**config.mk**
```make
export PLATFORM = sky130hd
export DESIGN_NAME = hashed_slot_depth_replace_flat
export DESIGN_NICKNAME = d
export VERILOG_FILES = /design/src/rtl/hsdr_pkg.sv /design/src/rtl/hsdr_if.sv /design/src/rtl/hsdr_ram.sv /design/src/rtl/hsdr_hash.sv /design/src/rtl/hashed_slot_depth_replace.sv /design/src/flat_wrapper.sv
export VERILOG_INCLUDE_DIRS = /design/src /design/src/rtl
export SDC_FILE = /design/constraint.sdc
export NUM_CORES = 2
export LEC_CHECK = 0
export CORE_ASPECT_RATIO = 0.8
export CORE_MARGIN = 2
export CORE_UTILIZATION = 57
export CTS_CLUSTER_DIAMETER = 150
export CTS_CLUSTER_SIZE = 14
export DETAILED_ROUTE_END_ITERATION = 16
export DONT_BUFFER_PORTS = 1
export PLACE_DENSITY_LB_ADDON = 0.1
export SETUP_SLACK_MARGIN = 0.5
export SLEW_MARGIN = 20
export SYNTH_ARGS = -nofsm -noshare
export SYNTH_HDL_FRONTEND = slang
export SYNTH_SLANG_ARGS = --single-unit
export TNS_END_PERCENT = 20
```
**constraint.sdc**
```tcl
create_clock -name clock -period 10.2 [get_ports clock]
set_input_delay 0 -clock clock [delete_from_list [all_inputs] [get_ports clock]]
set_output_delay 0 -clock clock [all_outputs]
set_load 0.02 [all_outputs]
```
**src/rtl/hashed_slot_depth_replace_macros.svh**
```systemverilog
// Assertion macros for the hashed slot table.
// Included by the top level; no other dependencies.
`ifndef HASHED_SLOT_DEPTH_REPLACE_MACROS_SVH
`define HASHED_SLOT_DEPTH_REPLACE_MACROS_SVH

// Check a condition at every clock edge outside reset.
`define HSDR_ASSERT_ALWAYS(label, clk, rst, cond, msg) \
   label: assert property (@(posedge clk) disable iff (rst) (cond)) else $error(msg);

// Check that a trigger implies a condition in the same cycle.
`define HSDR_ASSERT_IMPLY(label, clk, rst, trig, cond, msg) \
   label: assert property (@(posedge clk) disable iff (rst) (trig) |-> (cond)) else $error(msg);

// Check that a trigger implies a condition in the following cycle.
`define HSDR_ASSERT_NEXT(label, clk, rst, trig, cond, msg) \
   label: assert property (@(posedge clk) disable iff (rst) (trig) |=> (cond)) else $error(msg);

`endif

```
**src/rtl/hsdr_pkg.sv**
```systemverilog
// Shared types, constants and codes of the hashed slot table.
// No dependencies; the files that use this package refer to it by scoped names.
package hsdr_pkg;

   localparam int SLOTS_DEFAULT = 15;

   localparam int KEY_W      = 64;
   localparam int FACE_W     = 8;
   localparam int DEPTH_W    = 8;
   localparam int COUNT_W    = 32;
   localparam int SLOT_OUT_W = 4;
   localparam int OUTCOME_W  = 2;
   localparam int OCC_OUT_W  = 4;
   localparam int ENTRY_W    = KEY_W + FACE_W + DEPTH_W;

   localparam logic [63:0] GOLDEN = 64'h9E37_79B1_85EB_CA87;
   localparam logic [63:0] MIX_A  = 64'hBF58_476D_1CE4_E5B9;
   localparam logic [63:0] MIX_B  = 64'h94D0_49BB_1331_11EB;

   localparam logic OP_INSERT = 1'b0;
   localparam logic OP_INIT   = 1'b1;

   localparam logic [OUTCOME_W-1:0] OUT_FILLED    = 2'd0;
   localparam logic [OUTCOME_W-1:0] OUT_REPLACED  = 2'd1;
   localparam logic [OUTCOME_W-1:0] OUT_EQUAL     = 2'd2;
   localparam logic [OUTCOME_W-1:0] OUT_SHALLOWER = 2'd3;

   typedef struct packed {
      logic              start;
      logic [KEY_W-1:0]  key;
      logic [FACE_W-1:0] face;
   } hash_cmd_type;

endpackage

```
**src/rtl/hsdr_if.sv**
```systemverilog
// Request and response channel interfaces of the hashed slot table.
// Depends on hsdr_pkg for field widths.
interface hsdr_req_if;
   logic                         valid;
   logic                         ready;
   logic                         opcode;
   logic [hsdr_pkg::KEY_W-1:0]   key_core;
   logic [hsdr_pkg::FACE_W-1:0]  face_code;
   logic [hsdr_pkg::DEPTH_W-1:0] entry_depth;

   modport source (output valid, opcode, key_core, face_code, entry_depth, input ready);
   modport sink (input valid, opcode, key_core, face_code, entry_depth, output ready);
endinterface

interface hsdr_rsp_if;
   logic                            valid;
   logic                            ready;
   logic                            accepted;
   logic [hsdr_pkg::SLOT_OUT_W-1:0] slot_index;
   logic [hsdr_pkg::OUTCOME_W-1:0]  outcome;
   logic [hsdr_pkg::OCC_OUT_W-1:0]  occupied_count;
   logic [hsdr_pkg::COUNT_W-1:0]    write_count;
   logic [hsdr_pkg::COUNT_W-1:0]    evicted_count;
   logic [hsdr_pkg::COUNT_W-1:0]    kept_count;
   logic [hsdr_pkg::COUNT_W-1:0]    rejected_count;

   modport source (output valid, accepted, slot_index, outcome, occupied_count, write_count,
                   evicted_count, kept_count, rejected_count, input ready);
   modport sink (input valid, accepted, slot_index, outcome, occupied_count, write_count,
                 evicted_count, kept_count, rejected_count, output ready);
endinterface

```
**src/rtl/hsdr_ram.sv**
```systemverilog
// Generic single-write, single-read RAM with a registered read port.
// No dependencies.
module hsdr_ram #(
   parameter int WIDTH = 8,
   parameter int DEPTH = 16,
   localparam int AW = $clog2(DEPTH)
) (
   input  logic             clock,
   input  logic             wr_en,
   input  logic [AW-1:0]    wr_addr,
   input  logic [WIDTH-1:0] wr_data,
   input  logic [AW-1:0]    rd_addr,
   output logic [WIDTH-1:0] rd_data
);

   logic [WIDTH-1:0] mem_ff [DEPTH];
   logic [WIDTH-1:0] rd_data_ff;

   always_ff @(posedge clock) begin
      if (wr_en) begin
         mem_ff[wr_addr] <= wr_data;
      end
      rd_data_ff <= mem_ff[rd_addr];
   end

   assign rd_data = rd_data_ff;

endmodule

```
**src/rtl/hsdr_hash.sv**
```systemverilog
// Iterative key/face hash and slot reduction: one shared 32x32 multiplier,
// then a byte-serial remainder by the slot count. Depends on hsdr_pkg.
module hsdr_hash #(
   parameter int SLOTS = hsdr_pkg::SLOTS_DEFAULT,
   localparam int IW = $clog2(SLOTS)
) (
   input  logic                   clock,
   input  logic                   reset,
   input  hsdr_pkg::hash_cmd_type cmd,
   output logic                   done,
   output logic [IW-1:0]          slot
);

   localparam int VW = IW + 8;

   localparam logic [1:0] H_IDLE = 2'd0;
   localparam logic [1:0] H_MUL  = 2'd1;
   localparam logic [1:0] H_MOD  = 2'd2;

   logic [1:0]    state_ff, state_in;
   logic [63:0]   x_ff, x_in;
   logic [63:0]   acc_ff, acc_in;
   logic [1:0]    step_ff, step_in;
   logic          second_ff, second_in;
   logic [2:0]    byte_ff, byte_in;
   logic [IW-1:0] rem_ff, rem_in;
   logic          done_ff, done_in;

   logic [63:0] gold_prod;
   logic [63:0] seed;
   logic [63:0] mul_b;
   logic [31:0] mul_a;
   logic [31:0] mul_bsel;
   logic [63:0] prod;
   logic [31:0] hi_sum;
   logic [63:0] full;
   logic [VW-1:0] part;

   always_comb begin
      state_in  = state_ff;
      x_in      = x_ff;
      acc_in    = acc_ff;
      step_in   = step_ff;
      second_in = second_ff;
      byte_in   = byte_ff;
      rem_in    = rem_ff;
      done_in   = 1'b0;

      // Pre-mix: fold the face in by the golden constant, then xor-shift.
      gold_prod = cmd.face * hsdr_pkg::GOLDEN;
      seed      = cmd.key ^ gold_prod;

      // Low 64 bits of x * constant: lo*lo, then the two cross terms.
      mul_b    = second_ff ? hsdr_pkg::MIX_B : hsdr_pkg::MIX_A;
      mul_a    = (step_ff == 2'd2) ? x_ff[63:32] : x_ff[31:0];
      mul_bsel = (step_ff == 2'd1) ? mul_b[63:32] : mul_b[31:0];
      prod     = {32'd0, mul_a} * {32'd0, mul_bsel};
      hi_sum   = acc_ff[63:32] + prod[31:0];
      full     = {hi_sum, acc_ff[31:0]};

      // Remainder step: bring in one byte, restoring-subtract eight times.
      part = {rem_ff, x_ff[63:56]};
      for (int k = 7; k >= 0; k--) begin
         if (part >= (VW'(SLOTS) << k)) begin
            part = part - (VW'(SLOTS) << k);
         end
      end

      unique case (state_ff)
         H_IDLE: begin
            if (cmd.start) begin
               x_in      = seed ^ (seed >> 30);
               step_in   = 2'd0;
               second_in = 1'b0;
               state_in  = H_MUL;
            end
         end
         H_MUL: begin
            unique case (step_ff)
               2'd0: begin
                  acc_in  = prod;
                  step_in = 2'd1;
               end
               2'd1: begin
                  acc_in  = full;
                  step_in = 2'd2;
               end
               2'd2: begin
                  step_in = 2'd0;
                  if (!second_ff) begin
                     x_in      = full ^ (full >> 27);
                     second_in = 1'b1;
                  end else begin
                     x_in     = full ^ (full >> 31);
                     byte_in  = 3'd0;
                     rem_in   = '0;
                     state_in = H_MOD;
                  end
               end
               default: step_in = 2'd0;
            endcase
         end
         H_MOD: begin
            rem_in  = part[IW-1:0];
            x_in    = x_ff << 8;
            byte_in = byte_ff + 3'd1;
            if (byte_ff == 3'd7) begin
               done_in  = 1'b1;
               state_in = H_IDLE;
            end
         end
         default: state_in = H_IDLE;
      endcase
   end

   always_ff @(posedge clock) begin
      if (reset) begin
         state_ff  <= H_IDLE;
         step_ff   <= 2'd0;
         second_ff <= 1'b0;
         byte_ff   <= 3'd0;
         done_ff   <= 1'b0;
      end else begin
         state_ff  <= state_in;
         step_ff   <= step_in;
         second_ff <= second_in;
         byte_ff   <= byte_in;
         done_ff   <= done_in;
      end
      x_ff   <= x_in;
      acc_ff <= acc_in;
      rem_ff <= rem_in;
   end

   assign done = done_ff;
   assign slot = rem_ff;

endmodule

```
**src/rtl/hashed_slot_depth_replace.sv**
```systemverilog
// Top level of the hashed slot table: request/response handshake, slot store,
// valid bits and counters. Depends on hsdr_pkg, hsdr_if, hsdr_ram, hsdr_hash.
//
// A direct-mapped table of SLOTS entries (2 to 256). An insert request hashes
// its key and face code (golden-constant pre-mix, then a 64-bit xor-shift /
// multiply mixer), takes the hash modulo SLOTS as the slot, and writes the
// entry if the slot is empty or holds a greater depth; an equal depth counts
// as kept, a smaller held depth as rejected. An init request clears every
// slot and the write count, then seeds slot 0 with the key at depth 0. Reset
// leaves the table empty and all counters at zero; no clearing pass is needed,
// since one valid flip-flop per slot marks occupancy. One request is in work
// at a time. An insert runs from acceptance to the next acceptance through
// the shared 32x32 multiplier (three partial products per mixer multiply;
// the golden pre-mix rides on the request bus in the accept cycle), 8 byte
// steps of the remainder, the capture of the slot, one slot memory read, the
// decide and write-back, and the idle state that takes the next request. An
// init goes from idle straight to the decide and write-back. The response
// register frees the request side: a response waiting to be taken does not
// block acceptance, only the commit of the next one. The counters wrap at 32
// bits; slot_index and occupied_count carry their low 4 bits.
`include "hashed_slot_depth_replace_macros.svh"

module hashed_slot_depth_replace #(
   parameter int SLOTS = hsdr_pkg::SLOTS_DEFAULT
) (
   input logic       clock,
   input logic       reset,
   hsdr_req_if.sink   req_chan,
   hsdr_rsp_if.source rsp_chan
);

   localparam int IW = $clog2(SLOTS);
   localparam int OW = $clog2(SLOTS + 1);

   localparam logic [1:0] ST_IDLE   = 2'd0;
   localparam logic [1:0] ST_HASH   = 2'd1;
   localparam logic [1:0] ST_READ   = 2'd2;
   localparam logic [1:0] ST_DECIDE = 2'd3;

   logic [1:0] state_ff, state_in;

   // Held request fields.
   logic                         op_ff;
   logic [hsdr_pkg::KEY_W-1:0]   key_ff;
   logic [hsdr_pkg::FACE_W-1:0]  face_ff;
   logic [hsdr_pkg::DEPTH_W-1:0] depth_ff;
   logic [IW-1:0]                idx_ff, idx_in;

   // Table occupancy and statistics.
   logic [SLOTS-1:0]             valid_ff, valid_in;
   logic [OW-1:0]                occ_ff, occ_in;
   logic [hsdr_pkg::COUNT_W-1:0] ins_ff, ins_in;
   logic [hsdr_pkg::COUNT_W-1:0] evict_ff, evict_in;
   logic [hsdr_pkg::COUNT_W-1:0] keep_ff, keep_in;
   logic [hsdr_pkg::COUNT_W-1:0] reject_ff, reject_in;

   // Response register.
   logic                             rsp_valid_ff, rsp_valid_in;
   logic                             rsp_acc_ff;
   logic [hsdr_pkg::OUTCOME_W-1:0]   rsp_outcome_ff;
   logic [hsdr_pkg::SLOT_OUT_W-1:0]  rsp_slot_ff;

   logic                   req_accept;
   logic                   slot_free;
   logic                   commit;
   logic                   held_valid;
   logic [hsdr_pkg::DEPTH_W-1:0] held_depth;
   logic                   do_write;
   logic [hsdr_pkg::OUTCOME_W-1:0] outcome;

   logic [hsdr_pkg::ENTRY_W-1:0] rd_entry;
   logic [hsdr_pkg::ENTRY_W-1:0] wr_entry;

   hsdr_pkg::hash_cmd_type hash_cmd;
   logic                   hash_done;
   logic [IW-1:0]          hash_slot;

   assign req_accept = req_chan.valid && req_chan.ready;
   assign req_chan.ready = (state_ff == ST_IDLE);

   // Start the hash straight from the request bus; init skips it.
   assign hash_cmd.start = req_accept && (req_chan.opcode == hsdr_pkg::OP_INSERT);
   assign hash_cmd.key   = req_chan.key_core;
   assign hash_cmd.face  = req_chan.face_code;

   hsdr_hash #(.SLOTS(SLOTS)) u_hash (
      .clock (clock),
      .reset (reset),
      .cmd   (hash_cmd),
      .done  (hash_done),
      .slot  (hash_slot)
   );

   // Slot store: {key, face, depth}. The read address is held in idx_ff, so
   // read data stays put while a commit waits for the response register.
   hsdr_ram #(.WIDTH(hsdr_pkg::ENTRY_W), .DEPTH(SLOTS)) u_slots (
      .clock   (clock),
      .wr_en   (do_write),
      .wr_addr (idx_ff),
      .wr_data (wr_entry),
      .rd_addr (idx_ff),
      .rd_data (rd_entry)
   );

   assign slot_free = !rsp_valid_ff || rsp_chan.ready;
   assign commit    = (state_ff == ST_DECIDE) && slot_free;

   assign held_valid = valid_ff[idx_ff];
   assign held_depth = rd_entry[hsdr_pkg::DEPTH_W-1:0];

   // Classify the request against the held entry.
   always_comb begin
      priority if (op_ff == hsdr_pkg::OP_INIT) begin
         outcome = hsdr_pkg::OUT_FILLED;
      end else if (!held_valid) begin
         outcome = hsdr_pkg::OUT_FILLED;
      end else if (held_depth > depth_ff) begin
         outcome = hsdr_pkg::OUT_REPLACED;
      end else if (held_depth == depth_ff) begin
         outcome = hsdr_pkg::OUT_EQUAL;
      end else begin
         outcome = hsdr_pkg::OUT_SHALLOWER;
      end
   end

   assign do_write = commit && ((outcome == hsdr_pkg::OUT_FILLED) ||
                                (outcome == hsdr_pkg::OUT_REPLACED));

   // Init seeds slot 0 with face 0 and depth 0.
   assign wr_entry = (op_ff == hsdr_pkg::OP_INIT) ?
                     {key_ff, {hsdr_pkg::FACE_W{1'b0}}, {hsdr_pkg::DEPTH_W{1'b0}}} :
                     {key_ff, face_ff, depth_ff};

   always_comb begin
      state_in     = state_ff;
      idx_in       = idx_ff;
      valid_in     = valid_ff;
      occ_in       = occ_ff;
      ins_in       = ins_ff;
      evict_in     = evict_ff;
      keep_in      = keep_ff;
      reject_in    = reject_ff;
      rsp_valid_in = rsp_valid_ff;

      // Drop the response once taken; a commit below reloads it.
      if (rsp_chan.ready) begin
         rsp_valid_in = 1'b0;
      end

      unique case (state_ff)
         ST_IDLE: begin
            if (req_accept) begin
               if (req_chan.opcode == hsdr_pkg::OP_INIT) begin
                  idx_in   = '0;
                  state_in = ST_DECIDE;
               end else begin
                  state_in = ST_HASH;
               end
            end
         end
         ST_HASH: begin
            if (hash_done) begin
               idx_in   = hash_slot;
               state_in = ST_READ;
            end
         end
         ST_READ: state_in = ST_DECIDE;
         ST_DECIDE: begin
            if (commit) begin
               rsp_valid_in = 1'b1;
               state_in     = ST_IDLE;
               if (op_ff == hsdr_pkg::OP_INIT) begin
                  valid_in = SLOTS'(1);
                  occ_in   = OW'(1);
                  ins_in   = '0;
               end else begin
                  unique case (outcome)
                     hsdr_pkg::OUT_FILLED: begin
                        valid_in = valid_ff | (SLOTS'(1) << idx_ff);
                        occ_in   = occ_ff + OW'(1);
                        ins_in   = ins_ff + 32'd1;
                     end
                     hsdr_pkg::OUT_REPLACED: begin
                        evict_in = evict_ff + 32'd1;
                        ins_in   = ins_ff + 32'd1;
                     end
                     hsdr_pkg::OUT_EQUAL: keep_in = keep_ff + 32'd1;
                     hsdr_pkg::OUT_SHALLOWER: reject_in = reject_ff + 32'd1;
                     default: state_in = ST_IDLE;
                  endcase
               end
            end
         end
         default: state_in = ST_IDLE;
      endcase
   end

   always_ff @(posedge clock) begin
      if (reset) begin
         state_ff     <= ST_IDLE;
         valid_ff     <= '0;
         occ_ff       <= '0;
         ins_ff       <= '0;
         evict_ff     <= '0;
         keep_ff      <= '0;
         reject_ff    <= '0;
         rsp_valid_ff <= 1'b0;
      end else begin
         state_ff     <= state_in;
         valid_ff     <= valid_in;
         occ_ff       <= occ_in;
         ins_ff       <= ins_in;
         evict_ff     <= evict_in;
         keep_ff      <= keep_in;
         reject_ff    <= reject_in;
         rsp_valid_ff <= rsp_valid_in;
      end

      // Hold the request fields for the whole operation.
      if (req_accept) begin
         op_ff    <= req_chan.opcode;
         key_ff   <= req_chan.key_core;
         face_ff  <= req_chan.face_code;
         depth_ff <= req_chan.entry_depth;
      end
      idx_ff <= idx_in;

      if (commit) begin
         rsp_acc_ff     <= (outcome == hsdr_pkg::OUT_FILLED) ||
                           (outcome == hsdr_pkg::OUT_REPLACED);
         rsp_outcome_ff <= outcome;
         rsp_slot_ff    <= hsdr_pkg::SLOT_OUT_W'(idx_ff);
      end
   end

   // Counters change only at a commit, which also reloads the response, so
   // the response reads them directly.
   assign rsp_chan.valid          = rsp_valid_ff;
   assign rsp_chan.accepted       = rsp_acc_ff;
   assign rsp_chan.slot_index     = rsp_slot_ff;
   assign rsp_chan.outcome        = rsp_outcome_ff;
   assign rsp_chan.occupied_count = hsdr_pkg::OCC_OUT_W'(occ_ff);
   assign rsp_chan.write_count    = ins_ff;
   assign rsp_chan.evicted_count  = evict_ff;
   assign rsp_chan.kept_count     = keep_ff;
   assign rsp_chan.rejected_count = reject_ff;

   // Occupancy count tracks the valid bits.
   `HSDR_ASSERT_ALWAYS(a_occ_matches_valid, clock, reset, occ_ff == OW'($countones(valid_ff)), "occupancy count disagrees with valid bits")
   // A finished hash is only seen while waiting for it.
   `HSDR_ASSERT_IMPLY(a_hash_done_waited, clock, reset, hash_done, state_ff == ST_HASH, "hash finished outside its wait state")
   // The remainder unit never yields a slot past the table.
   `HSDR_ASSERT_IMPLY(a_hash_slot_range, clock, reset, hash_done, 32'(hash_slot) < 32'(SLOTS), "hash slot out of range")
   // Init leaves only slot 0 occupied.
   `HSDR_ASSERT_NEXT(a_init_seeds_zero, clock, reset, commit && (op_ff == hsdr_pkg::OP_INIT), valid_ff == SLOTS'(1), "init did not seed slot 0 alone")

endmodule
```
**src/flat_wrapper.sv**
```systemverilog
// flat-port wrapper written by rule: the top's interface ports become plain ports
module hashed_slot_depth_replace_flat 
#(
   parameter int SLOTS = hsdr_pkg::SLOTS_DEFAULT
)
  (clock, reset, req_chan_valid, req_chan_opcode, req_chan_key_core, req_chan_face_code, req_chan_entry_depth, req_chan_ready, rsp_chan_valid, rsp_chan_accepted, rsp_chan_slot_index, rsp_chan_outcome, rsp_chan_occupied_count, rsp_chan_write_count, rsp_chan_evicted_count, rsp_chan_kept_count, rsp_chan_rejected_count, rsp_chan_ready);
  hsdr_req_if req_chan_i ();
  hsdr_rsp_if rsp_chan_i ();
  input logic clock;
  input logic reset;
  input wire logic [$bits(req_chan_i.valid)-1:0] req_chan_valid;
  input wire logic [$bits(req_chan_i.opcode)-1:0] req_chan_opcode;
  input wire logic [$bits(req_chan_i.key_core)-1:0] req_chan_key_core;
  input wire logic [$bits(req_chan_i.face_code)-1:0] req_chan_face_code;
  input wire logic [$bits(req_chan_i.entry_depth)-1:0] req_chan_entry_depth;
  output wire logic [$bits(req_chan_i.ready)-1:0] req_chan_ready;
  output wire logic [$bits(rsp_chan_i.valid)-1:0] rsp_chan_valid;
  output wire logic [$bits(rsp_chan_i.accepted)-1:0] rsp_chan_accepted;
  output wire logic [$bits(rsp_chan_i.slot_index)-1:0] rsp_chan_slot_index;
  output wire logic [$bits(rsp_chan_i.outcome)-1:0] rsp_chan_outcome;
  output wire logic [$bits(rsp_chan_i.occupied_count)-1:0] rsp_chan_occupied_count;
  output wire logic [$bits(rsp_chan_i.write_count)-1:0] rsp_chan_write_count;
  output wire logic [$bits(rsp_chan_i.evicted_count)-1:0] rsp_chan_evicted_count;
  output wire logic [$bits(rsp_chan_i.kept_count)-1:0] rsp_chan_kept_count;
  output wire logic [$bits(rsp_chan_i.rejected_count)-1:0] rsp_chan_rejected_count;
  input wire logic [$bits(rsp_chan_i.ready)-1:0] rsp_chan_ready;
  assign req_chan_i.valid = req_chan_valid;
  assign req_chan_i.opcode = req_chan_opcode;
  assign req_chan_i.key_core = req_chan_key_core;
  assign req_chan_i.face_code = req_chan_face_code;
  assign req_chan_i.entry_depth = req_chan_entry_depth;
  assign req_chan_ready = req_chan_i.ready;
  assign rsp_chan_valid = rsp_chan_i.valid;
  assign rsp_chan_accepted = rsp_chan_i.accepted;
  assign rsp_chan_slot_index = rsp_chan_i.slot_index;
  assign rsp_chan_outcome = rsp_chan_i.outcome;
  assign rsp_chan_occupied_count = rsp_chan_i.occupied_count;
  assign rsp_chan_write_count = rsp_chan_i.write_count;
  assign rsp_chan_evicted_count = rsp_chan_i.evicted_count;
  assign rsp_chan_kept_count = rsp_chan_i.kept_count;
  assign rsp_chan_rejected_count = rsp_chan_i.rejected_count;
  assign rsp_chan_i.ready = rsp_chan_ready;
  hashed_slot_depth_replace #(.SLOTS(SLOTS)) u_core (.clock(clock), .reset(reset), .req_chan(req_chan_i), .rsp_chan(rsp_chan_i));
endmodule
```
# Yosys cells after proc, flatten, opt, wreduce, memory -nomap -nowiden
# Memory sizes are Yosys's and may differ from the RTL's. A register that Yosys moved wholly into a read port is not among the register bits.
# Cells that the tools add are included.
[classes]
n_bitwise = 9
magnitude_cmp = 10
n_eq_ne = 20
n_addsub = 15
mux = 61
n_shift = 1
reduce_logical = 34
n_mul = 2
[op_table]
columns = ["cell", "n"]
rows = [
  ["two-way mux 64 bit", 3],
  ["one-hot mux 64 bit (3 select lines)", 1],
  ["adder 32 x 1 -> 32 bit, second input constant", 4],
  ["two-way mux 32 bit", 4],
  ["one-hot mux 64 bit (2 select lines)", 1],
  ["two-way mux 12 bit", 7],
  ["multiplier 32 x 32 -> 64 bit", 1],
  ["multiplier 8 x 64 -> 64 bit, second input constant", 1],
  ["bitwise XOR 64 x 33 -> 64 bit", 1],
  ["bitwise XOR 64 x 34 -> 64 bit", 1],
  ["bitwise XOR 64 x 37 -> 64 bit", 1],
  ["bitwise XOR 64 bit", 1],
  ["two-way mux 62 bit", 1],
  ["adder 32 bit", 1],
  ["two-way mux 4 bit", 8],
  ["two-way mux 15 bit", 2],
  ["two-way mux 2 bit", 12],
  ["AND reduction 3 bit", 7],
  ["AND reduction 4 bit", 5],
  ["two-way mux 16 bit", 1],
  ["one-hot mux 4 bit (2 select lines)", 2],
  ["OR 15 bit", 1],
  ["left shift 1 x 4 -> 15 bit, first input constant", 1],
  ["== test 2 bit, second input constant", 6],
  ["other kinds (42)", 79],
]
[totals]
ramBits = 1200
output_inout_bits = 141
elab_cells = 178
regBits = 383
n_memories = 1
[mem_list]
columns = ["memory", "words", "word_bits", "rd", "rd_ports_with_merged_regs", "wr", "line", "text"]
rows = [
  ["u_core.u_slots.mem_ff", 15, 80, 1, 1, 1, "hsdr_ram.sv:16", "logic [WIDTH-1:0] mem_ff [DEPTH];"],
]

# Logic depth before layout (Yosys ltp)
[depth]
ltp_word = 17
mapped_depth = 47

# Modules after synthesis
# A second synthesis with hierarchy kept.
[hier_totals]
hier_cells = 7989
area_unflattened_um2 = 103880.9
[by_module_without_submodules]
columns = ["mod", "area_per_inst_um2", "instances", "seq_area_each_um2", "cells_per_inst"]
rows = [
  ["hsdr_ram", 46975.1, 1, 37636.1, 2190],
  ["hsdr_hash", 46550.9, 1, 4144.0, 4784],
  ["hashed_slot_depth_replace", 10354.9, 1, 5765.5, 1015],
]

# Worst setup path before layout
# Ideal clock, no wire load.
[synth_timing]
kind = "register to register"
startpoint = "register u_core.u_hash.step_ff[1]"
endpoint = "register u_core.u_hash.x_ff[32], data pin"
period_less_slack_ns = 10.406
path_stages_with_launch = 45
n_path_buf = 2
setup_slack_ns = -0.206
t_arrival_ns = 10.135
required_ns = 9.930
path_cell_list = "dfxtp_1 > nor2b_1 > clkbuf_1 > buf_1 > mux2i_1 > inv_1 > nand2_1 > inv_1 > fa_1 > fa_1 > inv_1 > fa_1 > fa_1 > inv_1 > ha_1 > ha_1 > inv_1 > fa_1 > [9 not listed] > o21ai_0 > nand2b_1 > o21ai_0 > a21o_1 > a21o_1 > a21o_1 > a21oi_1 > xnor2_1 > ha_1 > nor3_1 > a211oi_1 > a21o_1 > a21oi_1 > xnor2_1 > a21oi_1 > xor2_1 > a221oi_1 > a21oi_1"
[synth_between]
elab_chain_cells = 8
[synth_lines]
columns = ["item", "line", "text"]
rows = [
  ["start: declaration", "hsdr_hash.sv:23", "logic [1:0] step_ff, step_in;"],
  ["start signal: assignment", "hsdr_hash.sv:125", "step_ff <= step_in;"],
  ["== test 2 bit or == test 2 x 1 -> 1 bit (tied branches)", "hsdr_hash.sv:55, hsdr_hash.sv:56", ""],
  ["two-way mux 32 bit, on equally long branches", "hsdr_hash.sv:55, hsdr_hash.sv:56", ""],
  ["multiplier 32 x 32 -> 64 bit *", "hsdr_hash.sv:57", "prod = {32'd0, mul_a} * {32'd0, mul_bsel};"],
  ["adder 32 bit *", "hsdr_hash.sv:58", "hi_sum = acc_ff[63:32] + prod[31:0];"],
  ["bitwise XOR 64 x 37 -> 64 bit or bitwise XOR 64 x 33 -> 64 bit (tied branches)", "hsdr_hash.sv:91, hsdr_hash.sv:94", ""],
  ["two-way mux 64 bit *", "hsdr_hash.sv:90", "if (!second_ff) begin"],
  ["two-way mux 64 bit *", "hsdr_hash.sv:79", "unique case (step_ff)"],
  ["one-hot mux 64 bit (3 select lines) *", "hsdr_hash.sv:69", "unique case (state_ff)"],
  ["net u_core.u_hash.x_in[32]", "hsdr_hash.sv:21", "logic [63:0] x_ff, x_in;"],
  ["end signal: assignment", "hsdr_hash.sv:130", "x_ff <= x_in;"],
  ["end: declaration", "hsdr_hash.sv:21", ""],
]
# The timed path passes the listed nets; every way through them passes the cells marked *. The select of a mux whose other input is x is not followed.
# A chain may end at the register's enable or synchronous reset.

# Worst setup path in the final report
[layout_timing]
startpoint = "register u_core.u_hash.step_ff[1]"
endpoint = "register u_core.u_hash.acc_ff[63], data pin"
[layout_between]
elab_chain_cells = 5
[layout_lines]
columns = ["item", "line", "text"]
rows = [
  ["== test 2 bit or == test 2 x 1 -> 1 bit (tied branches)", "hsdr_hash.sv:55, hsdr_hash.sv:56, hsdr_hash.sv:79", ""],
  ["two-way mux 32 bit, on equally long branches", "hsdr_hash.sv:55, hsdr_hash.sv:56", ""],
  ["multiplier 32 x 32 -> 64 bit", "hsdr_hash.sv:57", ""],
  ["adder 32 bit", "hsdr_hash.sv:58", ""],
  ["one-hot mux 64 bit (2 select lines) *", "hsdr_hash.sv:79", ""],
  ["end signal: assignment", "hsdr_hash.sv:131", "acc_ff <= acc_in;"],
  ["end: declaration", "hsdr_hash.sv:22", "logic [63:0] acc_ff, acc_in;"],
]
# Every way passes the cells marked *; elsewhere a longest branch is shown, timed or not. The select of a mux whose other input is x is not followed.

==> impl_metrics.ini <==
[floorplan]
coreArea_um2 = 102200
chipWidth_um = 362.4
fp-row-count = 105
die_area_um2 = 105300
ios = 226
start_util_pct = 57.30
chipHeight_um = 290.7

[route]
dr.pass1.iters = 6
drt_iter0_markers = 4322
wirelength_um = 189300
ant_nets = 0
via_per_inst = 5.875
num_vias = 43064
wl_per_cell_um = 25.83
drcViolationCount = 0

[setup_path]
worstReg2RegEnd = u_core.u_hash.acc_ff[63]
crit_path_start_kind = flop
timing.rr.start = u_core.u_hash.step_ff[1]
path_class = reg -> reg
path_max_fanout = 6
reg2reg_depth = 38
cp_data_arrival_time_ns = 10.01
r2r_slack_ns = 0.50
max_stage_delay_ns = 0.63
cp-end-kind = flop
slowest_stage = fa_2
required_ns = 10.51

[min_path]
hp-class = in -> reg
hp-start = req_chan_key_core[51]
hold_end = u_core.u_hash.x_ff[51]
min_delay_path_depth = 4

[clock_tree]
clock_sinks = 439
cts-buffers-inserted = 37
cts-root-buf = clkbuf_16
cts_tree = built
htreeDepth = 2
path_clk_slew_ns = 0.09
cts_buffer_depth = 3
worstSkewPairLatency_ns = 0.60

[global_routing]
grt_antenna_before_repair = 2
grt_pass1_vias = 43923
grt_first_pass_wirelength_um = 282000
grt-ovfl-total = 0
grt_usage_pct = 36.24
grt_max_degree = 113

[placed_design]
gp_congestion = 1.039
port_buffers = 0
hpwl_um = 160000

[run]
drv_cap = 0

[layout]
fin_nets = 7526
layout_common_cells = 1063 x inv_1, 929 x fa_1, 520 x nor2_1, 507 x ha_1, 272 x edfxtp_1
layout_commonest_cell = inv_1
fillers = 8551
area_growth_pct = 10.15
final_layout_size_suffix_gt1_share_pct = 10.46

[timing]
max_freq_mhz = 103.1
fin_crit_sh_pct = 95.07
relSlewSlack_pct = 25.49
setup_viol = 0
hold_violations = 0
drv_slew = 0
period_needed_ns = 9.698
rsz0062_at_grt = true
clock_skew_ns = 0.04016
tns_ns = 0
tightest_slew_ns = 1.115

[synth]
seq_area_frac_synth_pct = 19.65
synth_edf_count = 272
ys_types = 111
syn-cell-area_um2 = 58570
syn-num-nets = 7320
postSynthAreaPerCell_um2 = 10.16
syn_inst = 5763
synthArstFlopShare_pct = 0
ys_warn_count = 0
synth_flop_cell = edfxtp_1
synth_seq_cells = 439

[status]
run_status = complete, no violations
## timing repair
item                       CTS  global route
gates resized for setup     65           140
setup buffers               22            31
hold endpoints to repair   168             0
hold buffers                48             0
cloned                       2             0
pin swaps                   29            42
setup endpoints to repair   25            42
## logic make-up (layout without fill, tap and decap cells)
group / after synthesis / after routing / synth area share [%]
muxes: 130 / 130 / 3.079
buffers and inverters: 1251 / 1480 / 8.061
AOI/OAI and AO/OA: 670 / 670 / 7.815
adders and majority gates: 1472 / 1472 / 43.59
and+or+nand+nor: 1376 / 1376 / 11.38
xor gates and xnor gates: 425 / 425 / 6.424
other: 0 / 1 / 0
DFF: 439 / 439 / 19.65
## layout make-up
class                   count  area [µm²]  area share (%)
flip-flops and latches    439       11520           17.85
well taps                1337        1673           2.593
diodes                      1       2.502        0.003879
multi-input cells        4073       43300           67.12
inverters                1085        4083           6.329
repair buffers            333        2841           4.405
clock buffers              59        1051           1.629
clock inverters             3       46.29         0.07177
## metal layers
layer  vias up  GRT usage [%]  routed length, µm
li1      18986              -                  -
met1     21862          53.00              81160
met2      1932          53.15              81260
met3       284          7.952              18810
met4         0          13.07               8094
met5         -              0                  0
## Yosys cell counts (13+ instances only)
cell,instances,share of area [%]
xor2_1,185,2.8
and3_1,34,0.36
o21ai_0,125,1.1
a21oi_1,209,1.8
or2_2,20,0.21
xnor2_1,237,3.5
nand4_1,50,0.53
and2_1,146,1.6
nand3_1,89,0.76
and4_1,20,0.30
ha_1,525,11
mux2i_1,77,1.3
a31oi_1,21,0.22
or3_1,13,0.14
nand2b_1,61,0.65
inv_1,1083,6.9
o21bai_1,22,0.28
fa_1,947,32
nor3_1,41,0.35
a21boi_0,13,0.17
buf_1,21,0.13
nor2b_1,67,0.72
clkbuf_1,134,0.86
mux4_2,36,1.4
dfxtp_1,167,5.7
a21o_1,78,1.0
nand2_1,246,1.6
nor2_1,531,3.4
a221oi_1,54,0.81
edfxtp_1,272,14
## worst max-delay path: cells and delay by family, from the launching register on
family                   cells  cell delay [ns]
buffers and inverters       11             1.11
adder cells (fa/ha/maj)      9             4.55
AO/OA/AOI/OAI                9             1.83
multiplexers                 1             0.24
XOR/XNOR                     1             0.16
AND/OR/NAND/NOR              7             1.17
flip-flops                   1             0.36
## how the worst max path moves through the flow
stage               slack, ns  cells past startpoint                        to                startpoint
floorplan                0.50                     42    u_core.u_hash.x_ff[32]   u_core.u_hash.second_ff
global placement         0.21                     42    u_core.u_hash.x_ff[32]  u_core.u_hash.step_ff[0]
detailed placement       0.05                     42    u_core.u_hash.x_ff[32]  u_core.u_hash.step_ff[1]
CTS                      0.50                     41    u_core.u_hash.x_ff[32]  u_core.u_hash.step_ff[1]
global route             0.20                     37    u_core.u_hash.x_ff[32]  u_core.u_hash.step_ff[1]
finish                   0.50                     38  u_core.u_hash.acc_ff[63]  u_core.u_hash.step_ff[1]
## per-stage QoR
stage	utilization (%)	setup WS, ns	instances	instance area (µm²)	hold WS, ns
floorplan	-	0.5038	5763	58690	0.09887
global placement	60.23	0.2062	7164	61560	0.09558
detailed placement	60.23	0.05343	7164	61560	0.09636
CTS	62.26	0.5004	7298	63630	0.001413
global route	63.11	0.2027	7329	64510	0.03658
finish	63.11	0.5024	7330	64510	0.007837
## flip-flops by register name, summed over array words and instances (netlist names), 8 cells and up
name / cells
u_core.u_slots.mem_ff: 120
u_core.u_hash.acc_ff: 64
u_core.u_hash.x_ff: 64
u_core.rsp_chan.evicted_count: 32
u_core.rsp_chan.kept_count: 32
u_core.rsp_chan.rejected_count: 32
u_core.rsp_chan.write_count: 32
u_core.valid_ff: 15
u_core.depth_ff: 8
u_core.u_slots.rd_data: 8
Power is not shown: default switching activity piles up to over one toggle a cycle in this logic, so the estimate is an artifact.
